<file path="config.mk">
export PLATFORM = sky130hd
export DESIGN_NAME = mcd_ram
export DESIGN_NICKNAME = d
export VERILOG_FILES = /design/src/rtl/core/mcd_ram.sv
export SDC_FILE = /design/constraint.sdc
export NUM_CORES = 2
export LEC_CHECK = 0
export BUFFER_PORTS_ARGS = -buffer_cell sky130_fd_sc_hd__clkbuf_2
export CORE_ASPECT_RATIO = 1.75
export CORE_MARGIN = 2
export CORE_UTILIZATION = 55
export CTS_CLUSTER_DIAMETER = 150
export CTS_CLUSTER_SIZE = 30
export DETAILED_ROUTE_END_ITERATION = 10
export PLACE_DENSITY = 0.71
export SETUP_SLACK_MARGIN = 0.05
export SYNTH_ARGS = -nofsm -noshare
export SYNTH_HDL_FRONTEND = slang
export SYNTH_SLANG_ARGS = --single-unit
</file>
<file path="constraint.sdc">
create_clock -name clk -period 3.12 [get_ports clk]
set_clock_uncertainty 0.1 [all_clocks]
set_input_delay 0.468 -clock clk [delete_from_list [all_inputs] [get_ports clk]]
set_output_delay 0.468 -clock clk [all_outputs]
set_load 0.1 [all_outputs]
</file>
<file path="src/rtl/core/mcd_ram.sv">
// Generic single-write, single-read synchronous RAM with registered read.
// Read during write to the same address returns the old data. No dependencies.
`default_nettype none

module mcd_ram #(
  parameter int WIDTH = 8,
  parameter int DEPTH = 256
) (
  input  wire logic                     clk,
  input  wire logic                     we,
  input  wire logic [$clog2(DEPTH)-1:0] waddr,
  input  wire logic [WIDTH-1:0]         wdata,
  input  wire logic                     re,
  input  wire logic [$clog2(DEPTH)-1:0] raddr,
  output logic      [WIDTH-1:0]         rdata
);

  logic [WIDTH-1:0] mem [DEPTH];

  always_ff @(posedge clk) begin
    if (re) begin
      rdata <= mem[raddr];
    end
    if (we) begin
      mem[waddr] <= wdata;
    end
  end

endmodule

`default_nettype wire

</file>
==> impl_metrics.json <==
{
  "run_status": "complete, no violations",
  "min_to": "mem[124][0]",
  "end_kind": "register",
  "wl_met1_um": 67800,
  "post-route-util_pct": 61.3,
  "p_sw_share_pct": 21.1,
  "clk_latency_ns": 0.73,
  "netlist_area_um2": 79600,
  "synth.avg_cell_area_um2": 21.3,
  "grt_pass1_wl_um": 282000,
  "grt_use_total_pct": 26.7,
  "num-nets-final": 4213,
  "drt_wl_total_um": 196000,
  "max-slew-margin-rel_pct": 34.4,
  "fmax_mhz": 330,
  "ys_ff_latch": 2056,
  "slowest_stage": "nor4_1",
  "synthFlopType": "edfxtp_1",
  "whs_ns": 0.105,
  "cp_top_family": "multiplexers",
  "syn-num-nets": 3760,
  "wire_per_inst_um": 32.3,
  "finalSetupViolCount": 0,
  "initial_core_util_pct": 55.4,
  "crit_path_start_kind": "register",
  "timing.rr.start": "mem[83][1]",
  "hpwl_um": 131000,
  "critical_path_buf_inv_count": 1,
  "drv_cap": 0,
  "final_common_cell": "edfxtp_1",
  "drtIter0Drc": 5255,
  "rows": 184,
  "layout_common_cells": "edfxtp_1, buf_4, mux4_2",
  "r2r_setup_slack_ns": 0.09,
  "grt_pass1_vias": 40200,
  "n_fill_cell": 9866,
  "yosys.area_share.adder_pct": 0,
  "cts_tree": "built",
  "period_share_pct": 97.1,
  "p_int_w": 0.0363,
  "pin_count": 35,
  "synth_compound_area_share_pct": 3.42,
  "synth-edff-count": 2056,
  "pwr-share-clk_pct": 27.0,
  "crit_path_max_fanout": 1,
  "ys_types": 54,
  "h-tree-depth": 3,
  "core_area_um2": 144000,
  "postCtsHoldBufs": 0,
  "p_leak_nw": 27.7,
  "viasPerCell": 6.56,
  "cp.arrival_ns": 3.41,
  "rsz0062_at_grt": "no",
  "path_depth": 6,
  "grt_antenna_before_repair": 11,
  "root_buffer": "clkbuf_16",
  "hold_viol_final": 0,
  "cts.sinks": 2056,
  "ir_worst_vdd_v": 0.000374,
  "gr-total-overflow": 0,
  "fp.dieH_um": 507,
  "synth_top_family_by_area": "multiplexers",
  "power.density_nw_per_um2": 522,
  "min_period_ns": 3.03,
  "yosys_warnings": 0,
  "hold_path.class": "input port to register",
  "crit_path_cell_trace": "mux4_2 -> mux4_2 -> nor2b_1 -> nor4_1 -> buf_4 -> nor4_1",
  "instances_no_fill": 6054,
  "syn2layout_area_growth_pct": 10.6,
  "drive_above_1_share_pct": 27.9,
  "first_pass_iters": 6,
  "met2_length_um": 104000,
  "worstPathRequired_ns": 3.50,
  "pre_cts_ws_ns": -0.658,
  "tightest_slew_ns": 0.983,
  "place_congestion": 0.891,
  "wl_met3_um": 14700,
  "crit_type": "register to register",
  "die_x_um": 292,
  "min-delay-start": "wdata[0]",
  "r2r_cells": 6,
  "ys_seq_area_share_pct": 77.5,
  "antenna_left": 0,
  "portBuffers": 34,
  "dieArea_um2": 148000,
  "hold_depth": 1,
  "yosys.area_share.xor_xnor_pct": 0,
  "max_stage_delay_ns": 0.75,
  "placed_cells": 5966,
  "path_clk_slew_ns": 0.11,
  "num_vias": 39700,
  "worst_slack_ns": 0.0906,
  "clockBufferDepth": 3,
  "pwr-share-seq_pct": 66.2,
  "maxSlewViolCount": 0,
  "drc": 0,
  "combPwrFrac_pct": 6.8,
  "top_layer": "met5",
  "synth_mux_area_share_pct": 14.6,
  "synthCells": 3733,
  "cts_made_buffers": 78,
  "synth-simple-area-share_pct": 2.63,
  "ys_async_sr_fraction_pct": 0,
  "grt_max_degree": 105,
  "switching_power_w": 0.00971,
  "reg2reg_to": "rdata[1]",
  "total_power_w": 0.0460
}
## through the flow
step | cell area [um2] | setup TNS [ns]
2_1_floorplan | 79600 | 0
3_3_place_gp | 86000 | -4.23
3_5_place_dp | 86000 | -4.03
4_1_cts | 88000 | 0
5_1_grt | 88000 | 0
6_report | 88000 | 0
## logic make-up (layout without fill, tap and decap cells)
logic type	Yosys count	count (layout)
DFF	2056	2056
and+or+nand+nor	466	466
AOI/OAI and AO/OA	385	385
other	0	3
muxes	591	591
buffers and inverters	235	693
## metal layers
| layer | track usage, % | up-vias |
|---|---|---|
| met5 | 0 | - |
| met4 | 11.2 | 16 |
| met3 | 3.74 | 353 |
| met2 | 47.5 | 1878 |
| met1 | 32.9 | 21100 |
| li1 | - | 16400 |
## power by group through the flow
| stage | Clock [W] | Combinational, W | Sequential, W |
|---|---|---|---|
| 2_1_floorplan | 0 | 0.00148 | 0.0312 |
| 3_3_place_gp | 0 | 0.00307 | 0.0311 |
| 3_5_place_dp | 0 | 0.00312 | 0.0311 |
| 4_1_cts | 0.0126 | 0.00313 | 0.0305 |
| 5_1_grt | 0.0134 | 0.00326 | 0.0305 |
| 6_report | 0.0124 | 0.00311 | 0.0305 |
## registers in the layout (all words and copies together), names as in the netlist
| signal | flops |
|---|---|
| mem | 2048 |
| rdata | 8 |
## repair_timing
item / in CTS / in global routing
endpoints found under the hold margin: 0 / 0
resized for setup: 1 / 2
setup buffers: 0 / 0
gates cloned: 0 / 0
setup endpoints to repair: 1 / 2
## worst register-to-register path, delay by kind of cell (launching register included)
family | cells | cell delay (ns)
buf+inv | 1 | 0.28
flops | 1 | 0.38
mux | 2 | 1.04
simple gates | 3 | 1.00
## area by class of cell
type | instances | area, um2 | area share, %
antenna | 3 | 7.51 | 0.00853
sequential | 2056 | 61700 | 70.1
timing repair buffer | 606 | 5370 | 6.10
clock buffer | 80 | 2000 | 2.27
tap | 1860 | 2330 | 2.64
inverter | 2 | 7.51 | 0.00853
clock inverter | 5 | 58.8 | 0.0668
multi-input combinational | 1442 | 16500 | 18.8
## cells in the mapped netlist (28+ instances only)
master | count | area, um2
edfxtp_1 | 2056 | 61700
buf_2 | 31 | 155
o22ai_1 | 28 | 175
o221ai_1 | 46 | 403
mux4_2 | 454 | 10200
a21oi_1 | 96 | 480
nor2b_1 | 31 | 194
mux2i_1 | 134 | 1340
nand2_1 | 33 | 124
clkbuf_1 | 111 | 417
nand3_1 | 34 | 170
a22oi_1 | 133 | 998
nor2_1 | 282 | 1060
## worst max-delay path by stage
stage                     start  endpoint  slack, ns
finish               mem[83][1]  rdata[1]       0.09
global route        mem[208][5]  rdata[5]       0.09
CTS                  mem[83][0]  rdata[0]       0.06
detailed placement     raddr[0]  rdata[4]      -0.66
global placement       raddr[4]  rdata[4]      -0.70
floorplan              raddr[0]  rdata[2]       0.48
(Power assumes the default switching activity.)
