`src/rtl/core/mcd_pkg.sv`:
```
// Shared types, constants and the control-word decode helper for the
// microcoded CPU datapath. No dependencies.
`default_nettype none

package mcd_pkg;

  localparam int MEM_ADDR_BITS = 16;
  localparam int MEM_DEPTH     = 1 << MEM_ADDR_BITS;

  localparam logic [15:0] PORT_ADDR  = 16'h2000;
  localparam logic [15:0] STACK_PAGE = 16'hff00;
  localparam logic [7:0]  CONST_BYTE = 8'hf1;

  localparam logic [23:0] CW_AI    = 24'h000001;
  localparam logic [23:0] CW_BI    = 24'h000002;
  localparam logic [23:0] CW_SPACT = 24'h000004;
  localparam logic [23:0] CW_HI    = 24'h000008;
  localparam logic [23:0] CW_K0    = 24'h000010;
  localparam logic [23:0] CW_K1    = 24'h000020;
  localparam logic [23:0] CW_K2    = 24'h000040;
  localparam logic [23:0] CW_K3    = 24'h000080;
  localparam logic [23:0] CW_K4    = 24'h000100;
  localparam logic [23:0] CW_RS    = 24'h000200;
  localparam logic [23:0] CW_PI    = 24'h000400;
  localparam logic [23:0] CW_PE    = 24'h000800;
  localparam logic [23:0] CW_II    = 24'h001000;
  localparam logic [23:0] CW_RI    = 24'h002000;
  localparam logic [23:0] CW_MI    = 24'h004000;
  localparam logic [23:0] CW_ME    = 24'h008000;
  localparam logic [23:0] CW_SPNOT = 24'h010000;
  localparam logic [23:0] CW_CI    = 24'h020000;
  localparam logic [23:0] CW_SPI   = 24'h040000;
  localparam logic [23:0] CW_FPI   = 24'h080000;
  localparam logic [23:0] CW_XO    = 24'h100000;
  localparam logic [23:0] CW_XI    = 24'h200000;
  localparam logic [23:0] CW_NOFLG = 24'h400000;
  localparam logic [23:0] CW_NONE  = 24'h000000;

  typedef enum logic {
    OP_EXEC = 1'b0,
    OP_LOAD = 1'b1
  } op_t;

  typedef struct packed {
    logic [7:0]  reg_a;
    logic [7:0]  reg_b;
    logic [7:0]  reg_c;
    logic [7:0]  reg_x;
    logic [15:0] pc;
    logic [15:0] mar;
    logic [15:0] sp;
    logic [15:0] fp;
    logic [7:0]  ir;
    logic [15:0] vtb;
    logic        carry;
    logic        zero;
    logic        int_en;
    logic        flg_sup;
  } arch_t;

  typedef struct packed {
    logic [7:0] bus;
    logic       eoi;
    logic       chr;
    logic       key;
    logic       ack;
  } step_res_t;

  typedef struct packed {
    logic                     we;
    logic [MEM_ADDR_BITS-1:0] addr;
    logic [7:0]               data;
  } mem_wr_t;

  // Signal present: all need bits set, no forbid bit set.
  function automatic logic sig(logic [23:0] cw, logic [23:0] need, logic [23:0] forbid);
    return ((cw & forbid) == 24'h0) && ((cw & need) == need);
  endfunction

endpackage

`default_nettype wire

```
`src/rtl/core/mcd_exec.sv`:
```
// One datapath step: decode the control word, drive the bus, run the ALU and
// compute the next register state and memory write. Depends on mcd_pkg.
`default_nettype none

module mcd_exec (
  input  wire logic                 op,
  input  wire logic [23:0]          cw,
  input  wire logic [15:0]          load_address,
  input  wire logic [7:0]           load_data,
  input  wire logic [7:0]           irq_vector,
  input  wire logic [7:0]           key_byte,
  input  wire logic [7:0]           mem_rdata,
  input  wire mcd_pkg::arch_t       cur,
  output mcd_pkg::arch_t            nxt,
  output mcd_pkg::step_res_t        res,
  output mcd_pkg::mem_wr_t          wr
);

  always_comb begin
    logic [7:0]  bus;
    logic [9:0]  alu;
    logic        alu_hit;
    logic [15:0] s;
    mcd_pkg::arch_t st;

    st      = cur;
    bus     = 8'h00;
    alu     = 10'h000;
    alu_hit = 1'b0;
    s       = 16'h0000;
    res     = '0;
    wr      = '0;

    if (op == mcd_pkg::OP_LOAD) begin
      wr.we   = 1'b1;
      wr.addr = load_address[mcd_pkg::MEM_ADDR_BITS-1:0];
      wr.data = load_data;
    end else begin
      // phase one: sources
      if (mcd_pkg::sig(cw, mcd_pkg::CW_K1 | mcd_pkg::CW_K2,
                       mcd_pkg::CW_K0 | mcd_pkg::CW_K3 | mcd_pkg::CW_K4)) begin
        bus = mcd_pkg::sig(cw, mcd_pkg::CW_HI, mcd_pkg::CW_NONE) ? cur.sp[15:8] : cur.sp[7:0];
      end
      if (mcd_pkg::sig(cw, mcd_pkg::CW_K0 | mcd_pkg::CW_K1 | mcd_pkg::CW_K2 | mcd_pkg::CW_K3,
                       mcd_pkg::CW_K4)) begin
        bus = mcd_pkg::sig(cw, mcd_pkg::CW_HI, mcd_pkg::CW_NONE) ? cur.fp[15:8] : cur.fp[7:0];
      end
      if (mcd_pkg::sig(cw, mcd_pkg::CW_K3,
                       mcd_pkg::CW_K0 | mcd_pkg::CW_K1 | mcd_pkg::CW_K2 | mcd_pkg::CW_K4))
        bus = cur.reg_a;
      if (mcd_pkg::sig(cw, mcd_pkg::CW_K0 | mcd_pkg::CW_K1 | mcd_pkg::CW_K2,
                       mcd_pkg::CW_K3 | mcd_pkg::CW_K4))
        bus = cur.reg_b;
      if (mcd_pkg::sig(cw, mcd_pkg::CW_K2 | mcd_pkg::CW_K3,
                       mcd_pkg::CW_K0 | mcd_pkg::CW_K1 | mcd_pkg::CW_K4))
        bus = cur.reg_c;
      if (mcd_pkg::sig(cw, mcd_pkg::CW_XO, mcd_pkg::CW_NONE))
        bus = cur.reg_x;
      if (mcd_pkg::sig(cw, mcd_pkg::CW_K0 | mcd_pkg::CW_K3,
                       mcd_pkg::CW_K1 | mcd_pkg::CW_K2 | mcd_pkg::CW_K4)) begin
        bus = mem_rdata;
        if (cur.mar == mcd_pkg::PORT_ADDR) begin
          bus     = key_byte;
          res.key = 1'b1;
        end
      end
      if (mcd_pkg::sig(cw, mcd_pkg::CW_NOFLG, mcd_pkg::CW_NONE))
        st.flg_sup = 1'b1;
      if (mcd_pkg::sig(cw, mcd_pkg::CW_K1 | mcd_pkg::CW_K3 | mcd_pkg::CW_HI,
                       mcd_pkg::CW_K0 | mcd_pkg::CW_K2 | mcd_pkg::CW_K4))
        bus = cur.pc[15:8];
      if (mcd_pkg::sig(cw, mcd_pkg::CW_K1 | mcd_pkg::CW_K3,
                       mcd_pkg::CW_HI | mcd_pkg::CW_K0 | mcd_pkg::CW_K2 | mcd_pkg::CW_K4))
        bus = cur.pc[7:0];
      if (mcd_pkg::sig(cw, mcd_pkg::CW_K2 | mcd_pkg::CW_K4,
                       mcd_pkg::CW_K0 | mcd_pkg::CW_K1 | mcd_pkg::CW_K3 | mcd_pkg::CW_HI))
        bus = {6'b000000, cur.zero, cur.carry};
      if (mcd_pkg::sig(cw, mcd_pkg::CW_K0 | mcd_pkg::CW_K1 | mcd_pkg::CW_K2 | mcd_pkg::CW_K4,
                       mcd_pkg::CW_K3))
        bus = mcd_pkg::CONST_BYTE;
      if (mcd_pkg::sig(cw, mcd_pkg::CW_K1 | mcd_pkg::CW_K2 | mcd_pkg::CW_K4,
                       mcd_pkg::CW_K0 | mcd_pkg::CW_K3))
        bus = irq_vector;
      if (mcd_pkg::sig(cw, mcd_pkg::CW_K0 | mcd_pkg::CW_K2 | mcd_pkg::CW_K4,
                       mcd_pkg::CW_K1 | mcd_pkg::CW_K3))
        res.ack = 1'b1;
      // IDT outputs are crossed: the low-looking decode gives the high byte
      if (mcd_pkg::sig(cw, mcd_pkg::CW_K3 | mcd_pkg::CW_K4,
                       mcd_pkg::CW_K0 | mcd_pkg::CW_K1 | mcd_pkg::CW_K2 | mcd_pkg::CW_HI))
        bus = cur.vtb[15:8];
      if (mcd_pkg::sig(cw, mcd_pkg::CW_K3 | mcd_pkg::CW_K4 | mcd_pkg::CW_HI,
                       mcd_pkg::CW_K0 | mcd_pkg::CW_K1 | mcd_pkg::CW_K2))
        bus = cur.vtb[7:0];

      // ALU: the decodes are disjoint, so at most one fires per word
      if (mcd_pkg::sig(cw, mcd_pkg::CW_K0,
                       mcd_pkg::CW_K1 | mcd_pkg::CW_K2 | mcd_pkg::CW_K3 | mcd_pkg::CW_K4)) begin
        alu_hit = 1'b1;
        alu     = {2'b00, cur.reg_a} + {2'b00, cur.reg_b};
      end
      if (mcd_pkg::sig(cw, mcd_pkg::CW_K0 | mcd_pkg::CW_K2,
                       mcd_pkg::CW_K1 | mcd_pkg::CW_K3 | mcd_pkg::CW_K4)) begin
        alu_hit = 1'b1;
        alu     = {2'b00, cur.reg_a} + {2'b00, ~cur.reg_b} + 10'd1;
      end
      if (mcd_pkg::sig(cw, mcd_pkg::CW_K4,
                       mcd_pkg::CW_K1 | mcd_pkg::CW_K2 | mcd_pkg::CW_K3)) begin
        alu_hit = 1'b1;
        alu     = {2'b00, cur.reg_a} + {2'b00, ~cur.reg_b} + {9'd0, cur.carry};
      end
      if (mcd_pkg::sig(cw, mcd_pkg::CW_K1,
                       mcd_pkg::CW_K0 | mcd_pkg::CW_K2 | mcd_pkg::CW_K3 | mcd_pkg::CW_K4)) begin
        alu_hit = 1'b1;
        alu     = {2'b00, cur.reg_a & cur.reg_b};
      end
      if (mcd_pkg::sig(cw, mcd_pkg::CW_K0 | mcd_pkg::CW_K1,
                       mcd_pkg::CW_K2 | mcd_pkg::CW_K3 | mcd_pkg::CW_K4)) begin
        alu_hit = 1'b1;
        alu     = {2'b00, cur.reg_a | cur.reg_b};
      end
      if (mcd_pkg::sig(cw, mcd_pkg::CW_K2,
                       mcd_pkg::CW_K0 | mcd_pkg::CW_K1 | mcd_pkg::CW_K3 | mcd_pkg::CW_K4)) begin
        alu_hit = 1'b1;
        alu     = {2'b00, cur.reg_a ^ cur.reg_b};
      end
      if (mcd_pkg::sig(cw, mcd_pkg::CW_K0 | mcd_pkg::CW_K1 | mcd_pkg::CW_K3,
                       mcd_pkg::CW_K2 | mcd_pkg::CW_K4)) begin
        alu_hit = 1'b1;
        alu     = {2'b00, cur.reg_a} + {2'b00, cur.reg_b} + {9'd0, cur.carry};
      end
      if (mcd_pkg::sig(cw, mcd_pkg::CW_K0 | mcd_pkg::CW_K2 | mcd_pkg::CW_K3,
                       mcd_pkg::CW_K1 | mcd_pkg::CW_K4)) begin
        alu_hit = 1'b1;
        alu     = {1'b0, cur.reg_a, 1'b0};
      end
      if (mcd_pkg::sig(cw, mcd_pkg::CW_K1 | mcd_pkg::CW_K2 | mcd_pkg::CW_K3,
                       mcd_pkg::CW_K0 | mcd_pkg::CW_K4)) begin
        alu_hit = 1'b1;
        alu     = {3'b000, cur.reg_a[7:1]};
      end
      if (alu_hit) begin
        bus = alu[7:0];
        if (!st.flg_sup) begin
          st.zero  = (alu[7:0] == 8'h00);
          st.carry = alu[8];
        end
        st.flg_sup = 1'b0;
      end

      // phase two: latch in fixed order
      if (mcd_pkg::sig(cw, mcd_pkg::CW_SPACT, mcd_pkg::CW_NONE)) begin
        s     = mcd_pkg::sig(cw, mcd_pkg::CW_SPNOT, mcd_pkg::CW_NONE) ? st.sp + 16'd1
                                                                      : st.sp - 16'd1;
        st.sp = s | mcd_pkg::STACK_PAGE;
      end
      if (mcd_pkg::sig(cw, mcd_pkg::CW_SPI, mcd_pkg::CW_NONE))
        st.sp = {8'h00, bus} | mcd_pkg::STACK_PAGE;
      if (mcd_pkg::sig(cw, mcd_pkg::CW_FPI, mcd_pkg::CW_NONE))
        st.fp = {8'h00, bus} | mcd_pkg::STACK_PAGE;
      if (mcd_pkg::sig(cw, mcd_pkg::CW_AI, mcd_pkg::CW_NONE)) st.reg_a = bus;
      if (mcd_pkg::sig(cw, mcd_pkg::CW_XI, mcd_pkg::CW_NONE)) st.reg_x = bus;
      if (mcd_pkg::sig(cw, mcd_pkg::CW_BI, mcd_pkg::CW_NONE)) st.reg_b = bus;
      if (mcd_pkg::sig(cw, mcd_pkg::CW_CI, mcd_pkg::CW_NONE)) st.reg_c = bus;
      if (mcd_pkg::sig(cw, mcd_pkg::CW_RI, mcd_pkg::CW_NONE)) begin
        wr.we   = 1'b1;
        wr.addr = st.mar[mcd_pkg::MEM_ADDR_BITS-1:0];
        wr.data = bus;
        res.chr = (st.mar == mcd_pkg::PORT_ADDR);
      end
      if (mcd_pkg::sig(cw, mcd_pkg::CW_II, mcd_pkg::CW_NONE)) st.ir = bus;
      if (mcd_pkg::sig(cw, mcd_pkg::CW_MI | mcd_pkg::CW_HI, mcd_pkg::CW_NONE))
        st.mar = {bus, st.mar[7:0]};
      if (mcd_pkg::sig(cw, mcd_pkg::CW_MI, mcd_pkg::CW_HI))
        st.mar = {st.mar[15:8], bus};
      if (mcd_pkg::sig(cw, mcd_pkg::CW_PI | mcd_pkg::CW_HI, mcd_pkg::CW_NONE))
        st.pc = {bus, st.pc[7:0]};
      if (mcd_pkg::sig(cw, mcd_pkg::CW_PI, mcd_pkg::CW_HI))
        st.pc = {st.pc[15:8], bus};
      if (mcd_pkg::sig(cw, mcd_pkg::CW_K2 | mcd_pkg::CW_K4 | mcd_pkg::CW_HI,
                       mcd_pkg::CW_K0 | mcd_pkg::CW_K1 | mcd_pkg::CW_K3)) begin
        st.carry = bus[0];
        st.zero  = bus[1];
      end
      if (mcd_pkg::sig(cw, mcd_pkg::CW_ME, mcd_pkg::CW_NONE)) st.mar = st.mar + 16'd1;
      if (mcd_pkg::sig(cw, mcd_pkg::CW_PE, mcd_pkg::CW_NONE)) st.pc = st.pc + 16'd1;
      if (mcd_pkg::sig(cw, mcd_pkg::CW_K1 | mcd_pkg::CW_K4 | mcd_pkg::CW_HI,
                       mcd_pkg::CW_K0 | mcd_pkg::CW_K2 | mcd_pkg::CW_K3))
        st.int_en = 1'b1;
      if (mcd_pkg::sig(cw, mcd_pkg::CW_K1 | mcd_pkg::CW_K4,
                       mcd_pkg::CW_K0 | mcd_pkg::CW_K2 | mcd_pkg::CW_K3 | mcd_pkg::CW_HI))
        st.int_en = 1'b0;
      // IDT loads are crossed as well
      if (mcd_pkg::sig(cw, mcd_pkg::CW_K0 | mcd_pkg::CW_K1 | mcd_pkg::CW_K4,
                       mcd_pkg::CW_K2 | mcd_pkg::CW_K3 | mcd_pkg::CW_HI))
        st.vtb = {bus, st.vtb[7:0]};
      if (mcd_pkg::sig(cw, mcd_pkg::CW_K0 | mcd_pkg::CW_K1 | mcd_pkg::CW_K4 | mcd_pkg::CW_HI,
                       mcd_pkg::CW_K2 | mcd_pkg::CW_K3))
        st.vtb = {st.vtb[15:8], bus};
      res.eoi = mcd_pkg::sig(cw, mcd_pkg::CW_RS, mcd_pkg::CW_NONE);
    end

    res.bus = bus;
    nxt     = st;
  end

endmodule

`default_nettype wire

```
`config.mk`:
```
export PLATFORM = sky130hd
export DESIGN_NAME = mcd_exec
export DESIGN_NICKNAME = d
export VERILOG_FILES = /design/src/rtl/core/mcd_pkg.sv /design/src/rtl/core/mcd_exec.sv
export SDC_FILE = /design/constraint.sdc
export NUM_CORES = 1
export LEC_CHECK = 0
export BUFFER_PORTS_ARGS = -buffer_cell sky130_fd_sc_hd__buf_2
export CORE_AREA = 2 2 141 143
export DETAILED_ROUTE_END_ITERATION = 10
export DIE_AREA = 0 0 143 145
export GPL_ROUTABILITY_DRIVEN = 0
export PLACE_DENSITY = 0.7
export SYNTH_ARGS = -nofsm -noshare
export SYNTH_HDL_FRONTEND = slang
export SYNTH_SLANG_ARGS = --single-unit
```
`constraint.sdc`:
```
create_clock -name vclk -period 10.4
set_input_delay 2.6 -clock vclk [all_inputs]
set_output_delay 2.6 -clock vclk [all_outputs]
set_load 0.01 [all_outputs]
```
==> metrics list <==
* Clock buffer cells: 0
- Final Cycle Share: 0.9432
- The flow ran to the end, and the final reports show no timing, DRC or antenna violations.
- Slew margin rel.: 0.3480
* Via density: 6.441
* Nets@finish: around 1700
* Type of origin of the critical path: input pin
- The final layout contains routed wiring with a total length of 40.15 mm.
- Violation count after the first detailed-route iteration: 1501
* Kind of path behind the tightest hold check: input pin to primary output
- For this run, the register share of the synthesized area comes to 0.
* Critical path start-end classification: input pin to primary output
- Final worst hold slack: approximately 5500 ps
* Final-report hold violation count: 0
- Cell Area, Synth: 7576 um^2
- Seq_cells: 0
* Total negative slack for setup checks: 0 ps
- Worst Tran Pin Value: 976.0 ps
- Prior to clock tree synthesis, the placed netlist has a worst setup slack of 728.9 ps.
* Post-cts sizing count: 0
* Gr ovfl total: 0
- Number of nets with antenna violations after detailed routing: 0
- Data required time at the worst endpoint: roughly 8000 ps
- Setup violations remaining at the end of the flow were counted as 0.
- GR Util All Layers: 0.3658
- Entering global routing, the biggest net connects 100 pins.
* Post-route setup slack: slightly below 600 ps
- Minimum clock period: 9809 ps
- For the worst setup path, the data arrival time is between 7000 and 8000 ps.
* Total half-perimeter wirelength after legalization and detailed placement: 31.94 mm
- From synthesis to final layout, the design area changed by 24.48%.
* Nets in the synthesized netlist: 1417
- Wirelength per Cell: roughly 23 um
- CP endpoint kind: primary output
* Post-CTS setup-driven buffer insertion count: 0
* Cts hold-fix bufs: 0
* Share of post-route cells with drive strength above 1: 0.2952
* Synthesized netlist cell count: 1180
- In the final layout, flip-flops and latches occupy 0 um^2.
- Die Wd: ~140 um
- Crit-path max FO: 7
- Count of standard-cell rows: between 50 and 60
- The first global-routing pass estimated 60.04 mm of wire.
- The floorplan step defined a die boundary enclosing a little over 20000 um^2.
- The final count of pins violating max slew is 0.
- Across the run, the number of max-cap violations was 0.
* Total DRC errors in the routed layout: 0
- Total core area: 19210 um^2
- Upper clock frequency limit: 101.9 MHz
* Starting utilization of the core area: 0.3944
* Initial antenna violation count: 2
- Via Count: 11169
* Number of global-route vias before repair: between 10000 and 15000
- # IOs: 358
- Dividing the synthesized area by the synthesized cell count gives 6.420 um^2.
- Number of port buffers: 357
* RSZ-0062 raised after global routing: false
- Yosys synthesis warning count: 0
- Count of different cell masters after synthesis: 100
- Die outline height: 145 um
- First-pass iteration count of the detailed router: 7
## area by class of cell
cell class	count	area [um^2]
Fill cell	2008	9777
Multi-Input combinational cell	1045	6978
Timing Repair Buffer	379	1954
Tap cell	265	331.6
Inverter	43	161.4
Antenna cell	2	5.005
## cells by family (layout without fill, tap and decap cells)
kind of cell             after synthesis  in the layout  share of synthesized area
AO/OA/AOI/OAI                        403            403                     0.3754
XOR/XNOR                              61             61                    0.07696
adder cells (fa/ha/maj)               40             40                    0.06903
buffers and inverters                135            422                    0.07977
multiplexers                          44             44                    0.05929
other                                  0              2                          0
AND/OR/NAND/NOR                      497            497                     0.3396
## cells in the mapped netlist, drive strengths merged (8+ instances only)
cell | count | area share
xnor2 | 49 | 0.058
o211ai | 13 | 0.014
a22oi | 14 | 0.014
and2 | 10 | 0.0083
a21oi | 47 | 0.033
ha | 37 | 0.061
a221o | 21 | 0.028
o2111ai | 9 | 0.010
nor4 | 19 | 0.019
xor2 | 9 | 0.010
nand3 | 34 | 0.022
nor3 | 25 | 0.018
o221ai | 11 | 0.014
nand4 | 10 | 0.0083
nand2 | 158 | 0.079
mux2i | 37 | 0.049
o22a | 9 | 0.010
a21boi | 8 | 0.0099
and3 | 11 | 0.0091
nand2b | 29 | 0.024
a22o | 21 | 0.024
o21ai | 142 | 0.094
inv | 43 | 0.021
a32oi | 8 | 0.0092
nor3b | 13 | 0.013
nor2b | 21 | 0.017
buf | 38 | 0.032
or2 | 12 | 0.0099
or3 | 19 | 0.016
a31oi | 8 | 0.0066
a211oi | 9 | 0.0089
nor2 | 103 | 0.052
clkbuf | 54 | 0.027
## worst max-delay path, cell delays in order
cell	delay [ps]
sky130_fd_sc_hd__buf_2	190
sky130_fd_sc_hd__ha_1	240
sky130_fd_sc_hd__inv_1	70
sky130_fd_sc_hd__fa_1	450
sky130_fd_sc_hd__or4b_1	490
sky130_fd_sc_hd__o211ai_1	120
sky130_fd_sc_hd__a311o_1	200
sky130_fd_sc_hd__a31oi_1	150
sky130_fd_sc_hd__nand2_1	240
sky130_fd_sc_hd__nand2_2	160
sky130_fd_sc_hd__o21ai_0	300
sky130_fd_sc_hd__ha_1	190
sky130_fd_sc_hd__and2_1	210
sky130_fd_sc_hd__a21boi_0	440
sky130_fd_sc_hd__o21ai_0	270
sky130_fd_sc_hd__or4_1	530
sky130_fd_sc_hd__o221ai_1	90
sky130_fd_sc_hd__a31oi_1	60
sky130_fd_sc_hd__buf_2	190
## placed cells by master (no fill, tap or decap), types with 9 or more instances in the layout
cell type / Yosys / final
sky130_fd_sc_hd__or3_1: 19 / 19
sky130_fd_sc_hd__a221o_1: 21 / 21
sky130_fd_sc_hd__o21ai_0: 137 / 137
sky130_fd_sc_hd__nor3_1: 22 / 22
sky130_fd_sc_hd__o221ai_1: 10 / 10
sky130_fd_sc_hd__a211oi_1: 9 / 9
sky130_fd_sc_hd__xor2_1: 9 / 9
sky130_fd_sc_hd__a22o_1: 21 / 21
sky130_fd_sc_hd__nor4_1: 16 / 16
sky130_fd_sc_hd__buf_2: 21 / 356
sky130_fd_sc_hd__o211ai_1: 12 / 12
sky130_fd_sc_hd__inv_1: 41 / 41
sky130_fd_sc_hd__nand4_1: 10 / 10
sky130_fd_sc_hd__mux2i_1: 37 / 37
sky130_fd_sc_hd__nand2b_1: 29 / 29
sky130_fd_sc_hd__o2111ai_1: 9 / 9
sky130_fd_sc_hd__nand3_1: 34 / 34
sky130_fd_sc_hd__a21oi_1: 46 / 45
sky130_fd_sc_hd__buf_4: 3 / 23
sky130_fd_sc_hd__nand2_1: 155 / 155
sky130_fd_sc_hd__nor2_1: 99 / 98
sky130_fd_sc_hd__o22a_1: 9 / 9
sky130_fd_sc_hd__and3_1: 11 / 11
sky130_fd_sc_hd__nor3b_1: 13 / 13
sky130_fd_sc_hd__a22oi_1: 14 / 14
sky130_fd_sc_hd__ha_1: 37 / 37
sky130_fd_sc_hd__xnor2_1: 48 / 48
sky130_fd_sc_hd__nor2b_1: 21 / 21
sky130_fd_sc_hd__and2_1: 10 / 10
## routing by layer
metal	share of wire	track usage	up-vias
met5	0	0	-
met4	0.059	0.1624	0
met3	0.13	0.08977	194
met2	0.43	0.5742	934
met1	0.37	0.4704	5051
li1	-	-	4990
## final timing paths
path | from | endpoint | slack [ps] | depth (start not counted)
min | load_data[3] | wr[3] | 5500 | 4
max | cur[116] | nxt[84] | 590 | 19
## through the flow
stage | area [um^2] | cells | util
2_1_floorplan | 7576 | 1180 | -
3_3_place_gp | 9425 | 1732 | 0.4907
3_5_place_dp | 9425 | 1732 | 0.4907
4_1_cts | 9425 | 1732 | 0.4907
5_1_grt | 9428 | 1733 | 0.4908
6_report | 9430 | 1734 | 0.4910
